$ cat config.mk
export PLATFORM = sky130hd
export DESIGN_NAME = positional_list_buffer_unit
export DESIGN_NICKNAME = d
export VERILOG_FILES = /design/src/hdl/plb_pkg.sv /design/src/hdl/positional_list_buffer_unit.sv /design/src/hdl/plb_ctrl.sv /design/src/hdl/plb_datapath.sv
export SDC_FILE = /design/constraint.sdc
export NUM_CORES = 1
export LEC_CHECK = 0
export CAP_MARGIN = 20
export CORE_ASPECT_RATIO = 0.9
export CORE_MARGIN = 2
export CORE_UTILIZATION = 55
export DETAILED_ROUTE_END_ITERATION = 10
export DONT_BUFFER_PORTS = 1
export GPL_ROUTABILITY_DRIVEN = 0
export GPL_TIMING_DRIVEN = 0
export PLACE_DENSITY = 0.7
export SYNTH_ARGS = -nofsm -noshare
export SYNTH_HDL_FRONTEND = slang
export SYNTH_SLANG_ARGS = --single-unit
export TNS_END_PERCENT = 100
$ cat constraint.sdc
create_clock -name clk -period 19.25 [get_ports clk]
set_clock_uncertainty 0.1 [all_clocks]
set_input_delay 5.775 -clock clk [delete_from_list [all_inputs] [get_ports clk]]
set_output_delay 5.775 -clock clk [all_outputs]
set_load 0.02 [all_outputs]
$ cat src/hdl/plb_pkg.sv
`timescale 1ns / 1ps
// ----------------------------------------------------------------------------
// plb_pkg
// Shared types and constants for the positional list buffer.
// ----------------------------------------------------------------------------
package plb_pkg;

  // Positions are 5 bits wide, so the list stays well inside that range.
  localparam int LIST_DEPTH = 16;
  localparam int IDX_W      = $clog2(LIST_DEPTH);
  localparam int POS_W      = 5;
  localparam int CNT_W      = 5;
  localparam int DATA_W     = 32;

  localparam logic [CNT_W-1:0] DEPTH_CNT = CNT_W'(LIST_DEPTH);

  localparam logic [1:0] OP_READ   = 2'd0;
  localparam logic [1:0] OP_INSERT = 2'd1;
  localparam logic [1:0] OP_DELETE = 2'd2;

  localparam logic [1:0] STAT_OK    = 2'd0;
  localparam logic [1:0] STAT_RANGE = 2'd1;
  localparam logic [1:0] STAT_FULL  = 2'd2;

  typedef struct packed {
    logic [1:0]               opcode;
    logic [POS_W-1:0]         position;
    logic signed [DATA_W-1:0] value;
  } in_word_t;

  typedef struct packed {
    logic [1:0]               status;
    logic signed [DATA_W-1:0] read_value;
    logic [CNT_W-1:0]         list_length;
  } out_word_t;

  typedef struct packed {
    logic load_in;
    logic commit;
  } plb_cmd_t;

  typedef enum logic {
    ST_IDLE,
    ST_EXEC
  } ctl_state_t;

endpackage

$ cat src/hdl/positional_list_buffer_unit.sv
`timescale 1ns / 1ps
// ----------------------------------------------------------------------------
// positional_list_buffer_unit
// Ordered list of 32-bit words with read, insert and delete by position.
// ----------------------------------------------------------------------------
//  channel | ports                        | word
//  input   | in_valid, in_stall, in_data  | opcode, position, value
//  output  | out_valid, out_stall, out_data | status, read_value, list_length
//
//  Each word is first captured, then the datapath shifts the element
//  registers and loads the result register.
//  A new word is taken while the previous result still waits in out_data.
//  A stalled result holds the sequencer in its execute step.
//  Reset (rst_n low, synchronous) empties the list.
// ----------------------------------------------------------------------------
module positional_list_buffer_unit (
  input  logic               clk,
  input  logic               rst_n,
  input  logic               in_valid,
  output logic               in_stall,
  input  plb_pkg::in_word_t  in_data,
  output logic               out_valid,
  input  logic               out_stall,
  output plb_pkg::out_word_t out_data
);

  plb_pkg::plb_cmd_t cmd;

  plb_ctrl u_ctrl (
    .clk       (clk),
    .rst_n     (rst_n),
    .in_valid  (in_valid),
    .in_stall  (in_stall),
    .out_valid (out_valid),
    .out_stall (out_stall),
    .cmd       (cmd)
  );

  plb_datapath u_datapath (
    .clk      (clk),
    .rst_n    (rst_n),
    .cmd      (cmd),
    .in_data  (in_data),
    .out_data (out_data)
  );

`ifndef ASSERT_OFF
  a_len_bound: assert property (@(posedge clk) disable iff (!rst_n)
    out_valid |-> out_data.list_length <= plb_pkg::DEPTH_CNT)
    else $error("list length exceeds capacity");

  a_full_len: assert property (@(posedge clk) disable iff (!rst_n)
    out_valid && out_data.status == plb_pkg::STAT_FULL |->
    out_data.list_length == plb_pkg::DEPTH_CNT)
    else $error("full status with list not full");

  a_rd_zero: assert property (@(posedge clk) disable iff (!rst_n)
    out_valid && out_data.status != plb_pkg::STAT_OK |-> out_data.read_value == '0)
    else $error("nonzero read value on failed operation");

  a_one_at_a_time: assert property (@(posedge clk) disable iff (!rst_n)
    in_valid && !in_stall |=> in_stall)
    else $error("second word taken while one is in flight");
`endif

endmodule

$ cat src/hdl/plb_ctrl.sv
`timescale 1ns / 1ps
// ----------------------------------------------------------------------------
// plb_ctrl
// Sequencer: takes a word, runs it through the datapath, hands off the result.
// ----------------------------------------------------------------------------
module plb_ctrl (
  input  logic              clk,
  input  logic              rst_n,
  input  logic              in_valid,
  output logic              in_stall,
  output logic              out_valid,
  input  logic              out_stall,
  output plb_pkg::plb_cmd_t cmd
);

  plb_pkg::ctl_state_t state_r, state_nxt;
  logic                out_valid_r, out_valid_nxt;
  logic                out_free;

  assign out_free = !out_valid_r || !out_stall;

  always_comb begin
    state_nxt = state_r;
    unique case (state_r)
      plb_pkg::ST_IDLE: begin
        if (in_valid) state_nxt = plb_pkg::ST_EXEC;
      end
      plb_pkg::ST_EXEC: begin
        if (out_free) state_nxt = plb_pkg::ST_IDLE;
      end
      default: state_nxt = plb_pkg::ST_IDLE;
    endcase
  end

  always_comb begin
    cmd      = '0;
    in_stall = 1'b1;
    unique case (state_r)
      plb_pkg::ST_IDLE: begin
        in_stall    = 1'b0;
        cmd.load_in = in_valid;
      end
      plb_pkg::ST_EXEC: begin
        cmd.commit = out_free;
      end
      default: begin
        in_stall = 1'b1;
      end
    endcase
  end

  always_comb begin
    out_valid_nxt = out_valid_r;
    if (cmd.commit) begin
      out_valid_nxt = 1'b1;
    end else if (out_valid_r && !out_stall) begin
      out_valid_nxt = 1'b0;
    end
  end

  always_ff @(posedge clk) begin
    if (!rst_n) begin
      state_r     <= plb_pkg::ST_IDLE;
      out_valid_r <= 1'b0;
    end else begin
      state_r     <= state_nxt;
      out_valid_r <= out_valid_nxt;
    end
  end

  assign out_valid = out_valid_r;

endmodule

$ cat src/hdl/plb_datapath.sv
`timescale 1ns / 1ps
// ----------------------------------------------------------------------------
// plb_datapath
// Element register array with whole-list shift, length counter, result word.
// ----------------------------------------------------------------------------
module plb_datapath (
  input  logic               clk,
  input  logic               rst_n,
  input  plb_pkg::plb_cmd_t  cmd,
  input  plb_pkg::in_word_t  in_data,
  output plb_pkg::out_word_t out_data
);

  plb_pkg::in_word_t                 op_r;
  plb_pkg::out_word_t                res_r, res_nxt;
  logic signed [plb_pkg::DATA_W-1:0] store_r   [plb_pkg::LIST_DEPTH];
  logic signed [plb_pkg::DATA_W-1:0] store_nxt [plb_pkg::LIST_DEPTH];
  logic [plb_pkg::CNT_W-1:0]         count_r, count_nxt;

  logic [plb_pkg::POS_W-1:0] pos_m1;
  logic [plb_pkg::CNT_W:0]   pos_x, cnt_x;
  logic                      pos_nz, in_list, ins_ok, del_ok, full;

  assign pos_x   = {1'b0, op_r.position};
  assign cnt_x   = {1'b0, count_r};
  assign pos_m1  = op_r.position - 1'b1;
  assign pos_nz  = (op_r.position != '0);
  assign in_list = pos_nz && (pos_x <= cnt_x);
  assign full    = (count_r == plb_pkg::DEPTH_CNT);
  assign ins_ok  = (op_r.opcode == plb_pkg::OP_INSERT) && !full && pos_nz &&
                   (pos_x <= cnt_x + 1'b1);
  assign del_ok  = (op_r.opcode == plb_pkg::OP_DELETE) && in_list;

  // Each slot picks its neighbor, the new value, or holds.
  for (genvar i = 0; i < plb_pkg::LIST_DEPTH; i++) begin : g_slot
    localparam logic [plb_pkg::CNT_W:0] IX = (plb_pkg::CNT_W+1)'(i);
    always_comb begin
      store_nxt[i] = store_r[i];
      if (ins_ok) begin
        if (IX + 1'b1 == pos_x) begin
          store_nxt[i] = op_r.value;
        end else if (IX + 1'b1 > pos_x && IX <= cnt_x && i > 0) begin
          store_nxt[i] = store_r[(i > 0) ? i - 1 : 0];
        end
      end else if (del_ok) begin
        if (IX + 1'b1 >= pos_x && IX + 1'b1 < cnt_x && i < plb_pkg::LIST_DEPTH - 1) begin
          store_nxt[i] = store_r[(i < plb_pkg::LIST_DEPTH - 1) ? i + 1 : i];
        end
      end
    end
  end

  always_comb begin
    count_nxt = count_r;
    if (ins_ok) count_nxt = count_r + 1'b1;
    else if (del_ok) count_nxt = count_r - 1'b1;

    res_nxt             = '0;
    res_nxt.status      = plb_pkg::STAT_OK;
    res_nxt.list_length = count_nxt;
    unique case (op_r.opcode)
      plb_pkg::OP_READ: begin
        if (in_list) res_nxt.read_value = store_r[pos_m1[plb_pkg::IDX_W-1:0]];
        else res_nxt.status = plb_pkg::STAT_RANGE;
      end
      plb_pkg::OP_INSERT: begin
        if (full) res_nxt.status = plb_pkg::STAT_FULL;
        else if (!ins_ok) res_nxt.status = plb_pkg::STAT_RANGE;
      end
      plb_pkg::OP_DELETE: begin
        if (!del_ok) res_nxt.status = plb_pkg::STAT_RANGE;
      end
      default: res_nxt.status = plb_pkg::STAT_OK;
    endcase
  end

  always_ff @(posedge clk) begin
    if (!rst_n) begin
      count_r <= '0;
    end else if (cmd.commit) begin
      count_r <= count_nxt;
    end
  end

  // Payload registers: slots past the length are never read, so no reset.
  always_ff @(posedge clk) begin
    if (cmd.load_in) op_r <= in_data;
    if (cmd.commit) begin
      res_r   <= res_nxt;
      store_r <= store_nxt;
    end
  end

  assign out_data = res_r;

endmodule
Word-level counts from Yosys, hierarchy flattened. Index checks and enable logic that the tools add are counted.

Add/sub/neg operators: 4. Multipliers: 0. Divide/modulo/power cells: 0. Magnitude comparators: 63. Equality and inequality tests: 34. Shift operators: 0. Muxes and demuxes: 94. Bitwise operators: 2. Reductions and logical operators: 77.

Operator list (number): 32-bit 2-to-1 mux (78); 32-bit binary-select mux with 4-bit select (1); 4-bit AND reduction (15); 3-bit != test (second input constant) (14); 4-bit by 5-bit equality test with 1-bit output (first input constant) (8); 4-bit by 5-bit >= comparator with 1-bit output (first input constant) (8); 4-bit by 5-bit greater-than comparator with 1-bit output (first input constant) (8); 4-bit by 5-bit less-or-equal comparator with 1-bit output (first input constant) (8); 4-bit by 5-bit less-than comparator with 1-bit output (first input constant) (8); 1-bit logical AND (36); 2-bit nonzero test (18); 3-bit by 5-bit equality test with 1-bit output (first input constant) (4); 3-bit by 5-bit >= comparator with 1-bit output (first input constant) (4); 3-bit by 5-bit greater-than comparator with 1-bit output (first input constant) (4); 3-bit by 5-bit less-or-equal comparator with 1-bit output (first input constant) (4); 3-bit by 5-bit less-than comparator with 1-bit output (first input constant) (4); 2-bit by 5-bit equality test with 1-bit output (first input constant) (2); 2-bit by 5-bit >= comparator with 1-bit output (first input constant) (2); 2-bit by 5-bit greater-than comparator with 1-bit output (first input constant) (2); 2-bit by 5-bit less-or-equal comparator with 1-bit output (first input constant) (2); 2-bit by 5-bit less-than comparator with 1-bit output (first input constant) (2); 1-bit 2-to-1 mux (10); 5-bit 2-to-1 mux (2); 5-bit by 1-bit adder with 6-bit output (second input constant) (1); 27 further kinds (29).

Register bits after elaboration: 597. Bits in latches: 0. Memory bits (writable): 0. Bits in read-only memories: 0. Output and inout port bits: 41. Logic and storage cells: 299. Memories kept: 0.

Depth between registers and ports, before layout. Gate-level depths: netlist (run 1).

Depth after elaboration: 8. Depth in mapped cells: 19. Mapped depth without buffers: 12.

By module. Synthesis (run 1) repeated with hierarchy kept, for this count alone.

Cell total of the unflattened synthesis: 2848. Area, all modules: 33574.7 um^2.

By module, submodules not included: plb_datapath (times used 1, cells each 2839, area an instance 33488.4 um^2, seq. area each 17817.1 um^2); plb_ctrl (times used 1, cells each 9, area an instance 86.3 um^2, seq. area each 40.0 um^2).

Least setup slack after synthesis (run 1). Ideal clock, no wire load.

Path type: input -> register. From: input port out_stall. To: register u_datapath.store_r[100] (netlist bit) (enable). Library setup time: 594 ps. Arrival time: 12812 ps. Required time: 18556 ps. Slack: 5744 ps. Stages: 6. Buffers on the path: 1. Cells stage by stage: nand2_1 -> nand2_1 -> inv_1 -> clkbuf_1 -> o21ai_4 -> a2111oi_0.

RTL lines: from (decl) (line positional_list_buffer_unit.sv:23) `input logic out_stall,`; to (signal assigned) (line plb_datapath.sv:90) `store_r <= store_nxt;`; to (decl) (line plb_datapath.sv:16) `logic signed [plb_pkg::DATA_W-1:0] store_r [plb_pkg::LIST_DEPTH];`.

==> metrics.txt, run 1 <==
die height 239 um; std cell rows 86; setup bufs post-CTS 0; Placed Area 35,600 sq um; Final Util 61.8%; gr usage total 37.7%; crit path kind in -> reg; Min-Delay Path Class reg -> reg; area of the mapped netlist 33,900 sq um; Worst VDD drop 0.0000842 V; synth warn 0; Synthesized Nets 2,873; FFs w/ async S/R, synth 0%; Critical Path Sink Type flip-flop; Synth cell types 70; Slew Viols, Final 0; vias 26,500; initial antenna violation count 3; Synth Register Bits 597; CP required 19,470 ps; Fmax 114 MHz; post-route ant nets 0; post_cts resized 0; Area Overhead vs Synth 11.5%; Clk Tree Root Cell clkbuf_16; syn avg cell area 12.1 sq um; largest net degree at the start of global routing 49; Die Wd 266 um; Starting Density 55.4%; critical path's slowest cell a2111oi_2; run status finished clean; power per cell area 81.4 nW/um^2; GRT Residual Overflow 0; cell-by-cell trace of the critical path nand2_1 -> nand2_1 -> inv_1 -> clkbuf_4 -> o21ai_4 -> a2111oi_2 -> buf_2 -> buf_4 -> buf_2; starting DRC count in detailed routing 4,360; number of synthesized flops with an enable pin 590; CTS tree built; Clock Latency Late Sink 650 ps; drt first pass iters 6; Clock Sinks 597; cell count after synthesis 2,811; Port-buffer cells 0; critical path fanouts, max 48; vias per std cell 7.00; global-route wire length before repair 174,000 um; CTS Hold Bufs 0; H-tree lvl count 3; clock period minus worst slack 8790 ps; final count of hold timing violations 0; WP data arrival 9010 ps; Post-route DRC 0; max_cap viols 0; Worst Tran Pin Value 1280 ps; period utilization 45.7%; final WL 120,000 um; proportion of layout cells with a drive suffix above 1 15.1%; RSZ-0062 raised after global routing false; Final setup viols 0; routed len/inst 31.8 um; critical path launch point type primary input; Final HPWL DP 85,100 um; Num CTS Buffers 67; io pins 84; Leak Pwr 14.3 nW; CTS clk-pin slew, worst paths 60 ps; vias in the first global route 26,000; core area 61,100 sq um; Max Root-Sink Buffers 3; die area 63,600 sq um; finished layout cell area 37,800 sq um; nets@finish 3,005; Seq/Total Area, Yosys 52.7%; Max-slew headroom 14.4%; total power draw 3.07 mW; Primary FF master, synth edfxtp_1; Slowest Stage Delay on Critical Path 900 ps
==> per-layer routing <==
layer	wire length (um)	global-route usage (%)
met5	27	0
met4	6400	18.4
met3	16800	11.8
met2	52900	56.5
met1	44300	49.9
==> sequential cells by signal, summed over array words and instances (netlist names) <==
signal and cells:
u_datapath.count_r 5, u_ctrl.state_r 1, u_datapath.op_r 39, u_datapath.out_data 39
u_datapath.store_r 512, u_ctrl.out_valid 1
==> kinds of logic (layout without fill, tap and decap cells) <==
group	count (synthesis)	after routing	synth area share, %
xor+xnor	9	9	0.255
fa+ha+maj	19	19	0.702
compound gates	586	586	9.73
mux	645	645	23.9
simple gates	689	689	8.33
flops	597	597	52.7
buf+inv	266	446	4.35
other cells	0	1	0
==> cells in the final DEF (no fill, tap or decap), drive strengths merged, types with 2 or more instances in the layout <==
master    Yosys  routed
edfxtp      590     590
nand2       587     587
mux2i       484     484
o21ai       462     462
clkbuf      145     231
buf         108     171
mux4        128     128
a211oi       68      68
nor2b        39      39
mux2         33      33
clkinv        1      25
nor2         22      22
ha           19      19
a21oi        16      16
inv          12      14
nor3         11      11
xnor2         8       8
dfxtp         7       7
nand2b        6       6
o22ai         5       5
a221oi        5       5
and3          4       4
o211ai        4       4
nand4         4       4
nand3         4       4
o31ai         3       3
o211a         3       3
bufinv        0       3
a2111oi       3       3
nor4          3       3
o32ai         3       3
and2          2       2
o21a          2       2
clkinvlp      0       2
or2           2       2
a31oi         2       2
==> layout make-up <==
type	instances	area, sq um
plain buffers	253	1430
diodes	1	2.50
fillers	4856	23300
inverters	13	48.8
clock inverters	31	264
repair buffers	63	768
flip-flops and latches	597	17900
clock buffers	86	1770
well taps	792	991
multi-input cells	1948	14700
==> worst paths after layout <==
| path | start | to | slack [ps] | cells after the start |
|---|---|---|---|---|
| max | out_stall | u_datapath.store_r[375] | 10460 | 9 |
| min | u_datapath.store_r[15] | u_datapath.store_r[47] | 460 | 2 |
| max reg2reg | u_datapath.count_r[2] | u_datapath.store_r[488] | 13610 | 20 |
| min reg2reg | u_datapath.store_r[15] | u_datapath.store_r[47] | 460 | 2 |
==> stage by stage <==
stage / std cells / setup TNS (ps) / hold WS [ps] / setup slack (ps)
final: 3784 / 0 / 460 / 10460
after global routing: 3783 / 0 / 480 / 10280
after CTS: 3774 / 0 / 450 / 10460
after detailed placement: 3657 / 0 / 450 / 9830
after global placement: 3603 / -112700 / 428 / -1770
after floorplan: 2811 / 0 / 416 / 5740
==> power breakdown <==
| part | internal, mW | switching [mW] | leakage (nW) | total, mW |
|---|---|---|---|---|
| sequential | 1.44 | 0.0246 | 5.40 | 1.47 |
| clock | 0.692 | 0.551 | 0.977 | 1.24 |
| combinational | 0.122 | 0.243 | 7.89 | 0.365 |
==> worst max-delay path, delay by kind of cell <==
kind                   cells  cell delay [ps]
buffers and inverters      5             1700
AOI/OAI and AO/OA          2             1200
and+or+nand+nor            2              300
==> synth_stat cells, types with 4 or more instances <==
cell type  instances  share of area (%)
nor3_1             8               0.12
clkbuf_1         145                1.6
and3_1             4              0.074
mux2_2            33                1.1
dfxtp_1            7               0.41
nor2b_1           39               0.72
nand2b_1           6               0.11
ha_1              19               0.70
o211ai_1           4              0.089
edfxtp_1         590                 52
buf_2             45               0.66
nand2_1          585                6.5
a21oi_1           14               0.21
xnor2_1            7               0.18
a211oi_1          67                1.5
mux2i_1          484                 14
buf_6             41                1.4
nand3_1            4              0.059
mux4_2           128                8.5
o21ai_0          281                4.2
o21ai_1          179                2.6
nand4_1            4              0.074
inv_1             12               0.13
nor2_1            16               0.18
buf_8              5               0.22
buf_4             15               0.33
o22ai_1            4              0.074
nor2_2             5              0.092
No activity file was read; power rests on OpenSTA's default activity.
==> inputs of run 2 (changes only) <==
==> constraint.sdc (replaced) <==
create_clock -name clk -period 9.1 [get_ports clk]
set_clock_uncertainty 0.1 [all_clocks]
set_input_delay 2.73 -clock clk [delete_from_list [all_inputs] [get_ports clk]]
set_output_delay 2.73 -clock clk [all_outputs]
set_load 0.02 [all_outputs]
==> run 2 against run 1 <==
Compared with the run above:
- non-clock buffer count unchanged
- sequential share of layout area about the same
- critical path depth unchanged
- count of clock-buffer cells in the layout stayed put
- wire length up 0.12%
- largest cell class unchanged
==> metrics.txt, run 2 (same netlist as run 1, synthesis figures left out) <==
nets@finish 3,005 (unchanged); multi-input logic area 14,700 sq um (unchanged); power share of the sequential group 47.6% (was 47.7%); Clock Sinks 597 (unchanged); die height 239 um (unchanged); final WL 121,000 um (was 120,000 um); routed len/inst 31.9 um (was 31.8 um); Worst VDD drop 0.000178 V (was 0.0000842 V); Final HPWL DP 85,100 um (unchanged); commonest cells after routing, fill and taps aside 590 x edfxtp_1, 585 x nand2_1, 484 x mux2i_1, 281 x o21ai_0, 179 x o21ai_1 (unchanged); placed instance count 3,657 (unchanged); reg2reg setup slack 3420 ps (was 13,610 ps); vias per std cell 7.01 (was 7.00); run status finished clean (unchanged); Fmax 175 MHz; Worst Tran Pin Value 1310 ps (was 1280 ps); CTS Hold Bufs 0 (unchanged); period utilization 63.0%; Switching Share 26.7% (was 26.6%); CP required 9320 ps (was 19,470 ps); Final WS setup 3370 ps (was 10,460 ps); Setup TNS Final 0 ps (unchanged); NetSw 1.74 mW (was 819 uW); starting DRC count in detailed routing 4,476 (was 4,360); gr usage total 37.7% (about the same); setup bufs post-CTS 0 (unchanged); worst setup path startpoint out_stall (unchanged); Clk Tree Root Cell clkbuf_16 (unchanged); RR Startpoint u_datapath.count_r[2] (unchanged); Comb power frac 11.9% (about the same); Critical Path Sink Type flip-flop (unchanged); Leak Pwr 14.3 nW (unchanged); Area Overhead vs Synth 11.5% (about the same); max reg flops 512 (unchanged); std cell rows 86 (unchanged); proportion of layout cells with a drive suffix above 1 15.1% (unchanged); drt first pass iters 6 (unchanged); Reg area 17,900 sq um (unchanged); Reg with most FFs u_datapath.store_r (unchanged); fin cells 3,785 (was 3,784); finished layout cell area 37,800 sq um (about the same); internal power 4.77 mW (was 2.26 mW); reg2reg end u_datapath.store_r[488] (unchanged); max_cap viols 0 (unchanged); Port-buffer cells 0 (unchanged); Placed Area 35,600 sq um (unchanged); worst-case reg-to-reg path depth 20 (unchanged); power per cell area 172 nW/um^2 (was 81.4 nW/um^2); GRT Residual Overflow 0 (unchanged); final count of hold timing violations 0 (unchanged); Post-route DRC 0 (unchanged); global-route wire length before repair 174,000 um (about the same); Starting Density 55.4% (unchanged); Max-slew headroom 12.5% (was 14.4%); Largest regs u_datapath.store_r x512, u_datapath.op_r x39, u_datapath.out_data x39 (unchanged); RSZ-0062 raised after global routing false (unchanged); post-route ant nets 0 (unchanged); pre-CTS setup slack 2720 ps (was 9830 ps); Final setup viols 0 (unchanged); vias in the first global route 26,000 (about the same); Max Root-Sink Buffers 3 (unchanged); total power draw 6.51 mW (was 3.07 mW); critical path launch point type primary input (unchanged); die area 63,600 sq um (unchanged); post_cts resized 0 (unchanged); CTS tree built (unchanged); FILL cells 4,855 (was 4,856); Die Wd 266 um (unchanged); Min-Delay Path Class reg -> reg (unchanged); crit path kind in -> reg (unchanged); clock period minus worst slack 5730 ps; vias 26,600 (was 26,500); Clock Latency Late Sink 660 ps (was 650 ps); io pins 84 (unchanged); Slew Viols, Final 0 (unchanged); crit path to u_datapath.store_r[375] (unchanged); core area 61,100 sq um (unchanged); Num CTS Buffers 67 (unchanged); H-tree lvl count 3 (unchanged); WP data arrival 5950 ps (was 9010 ps); CTS clk-pin slew, worst paths 60 ps (about the same); initial antenna violation count 3 (unchanged); largest net degree at the start of global routing 49 (unchanged); critical path fanouts, max 48 (unchanged); leading cell type in the layout, fill and taps excluded edfxtp_1 (unchanged); Clock Power Share 40.5% (was 40.4%)
==> run 2: final cells by class <==
class,count,share of cell area (%)
Inverter,13,0.129
Clock buffer,86,4.68
Sequential cell,597,47.3
Buffer,253,3.78
Timing Repair Buffer,63,2.03
Antenna cell,2,0.0132
Clock inverter,31,0.699
Tap cell,792,2.62
Multi-Input combinational cell,1948,38.8
==> run 2: critical path, stage by stage <==
cell	delay (ps)
nand2_1	40
nand2_1	250
inv_1	150
clkbuf_4	700
o21ai_4	300
a2111oi_2	910
buf_2	390
buf_4	220
buf_2	240
==> run 2: how the worst min path moves through the flow <==
| stage | start | end | cells after the start |
|---|---|---|---|
| 6_report | u_datapath.store_r[11] | u_datapath.store_r[43] | 2 |
| 2_1_floorplan | u_datapath.store_r[0] | u_datapath.store_r[32] | 2 |
| 5_1_grt | u_datapath.store_r[28] | u_datapath.store_r[60] | 2 |
| 3_5_place_dp | u_datapath.store_r[30] | u_datapath.store_r[62] | 2 |
| 4_1_cts | u_datapath.store_r[11] | u_datapath.store_r[43] | 2 |
| 3_3_place_gp | u_datapath.store_r[25] | u_datapath.store_r[57] | 2 |
==> run 2: power by group through the flow <==
| stage | Combinational (mW) | Sequential, mW | Clock (mW) |
|---|---|---|---|
| after global placement | 0.713 | 3.16 | 0 |
| final | 0.773 | 3.10 | 2.64 |
| after detailed placement | 0.737 | 3.16 | 0 |
| after floorplan | 0.472 | 3.14 | 0 |
| after global routing | 0.796 | 3.10 | 2.73 |
| after CTS | 0.741 | 3.10 | 2.64 |
==> run 2: metal layers <==
| metal | GRT usage, % | vias up | wire length, um |
|---|---|---|---|
| met1 | 49.9 | 13100 | 44800 |
| li1 | - | 10800 | - |
| met5 | 0 | - | 27 |
| met2 | 56.5 | 2253 | 53000 |
| met3 | 11.9 | 407 | 16400 |
| met4 | 18.4 | 4 | 6310 |
==> run 2: stage by stage <==
stage | utilization, % | hold slack (ps)
after floorplan | - | 416
after global placement | 57.0 | 428
after detailed placement | 58.3 | 450
after CTS | 61.6 | 450
after global routing | 61.8 | 480
final | 61.8 | 447
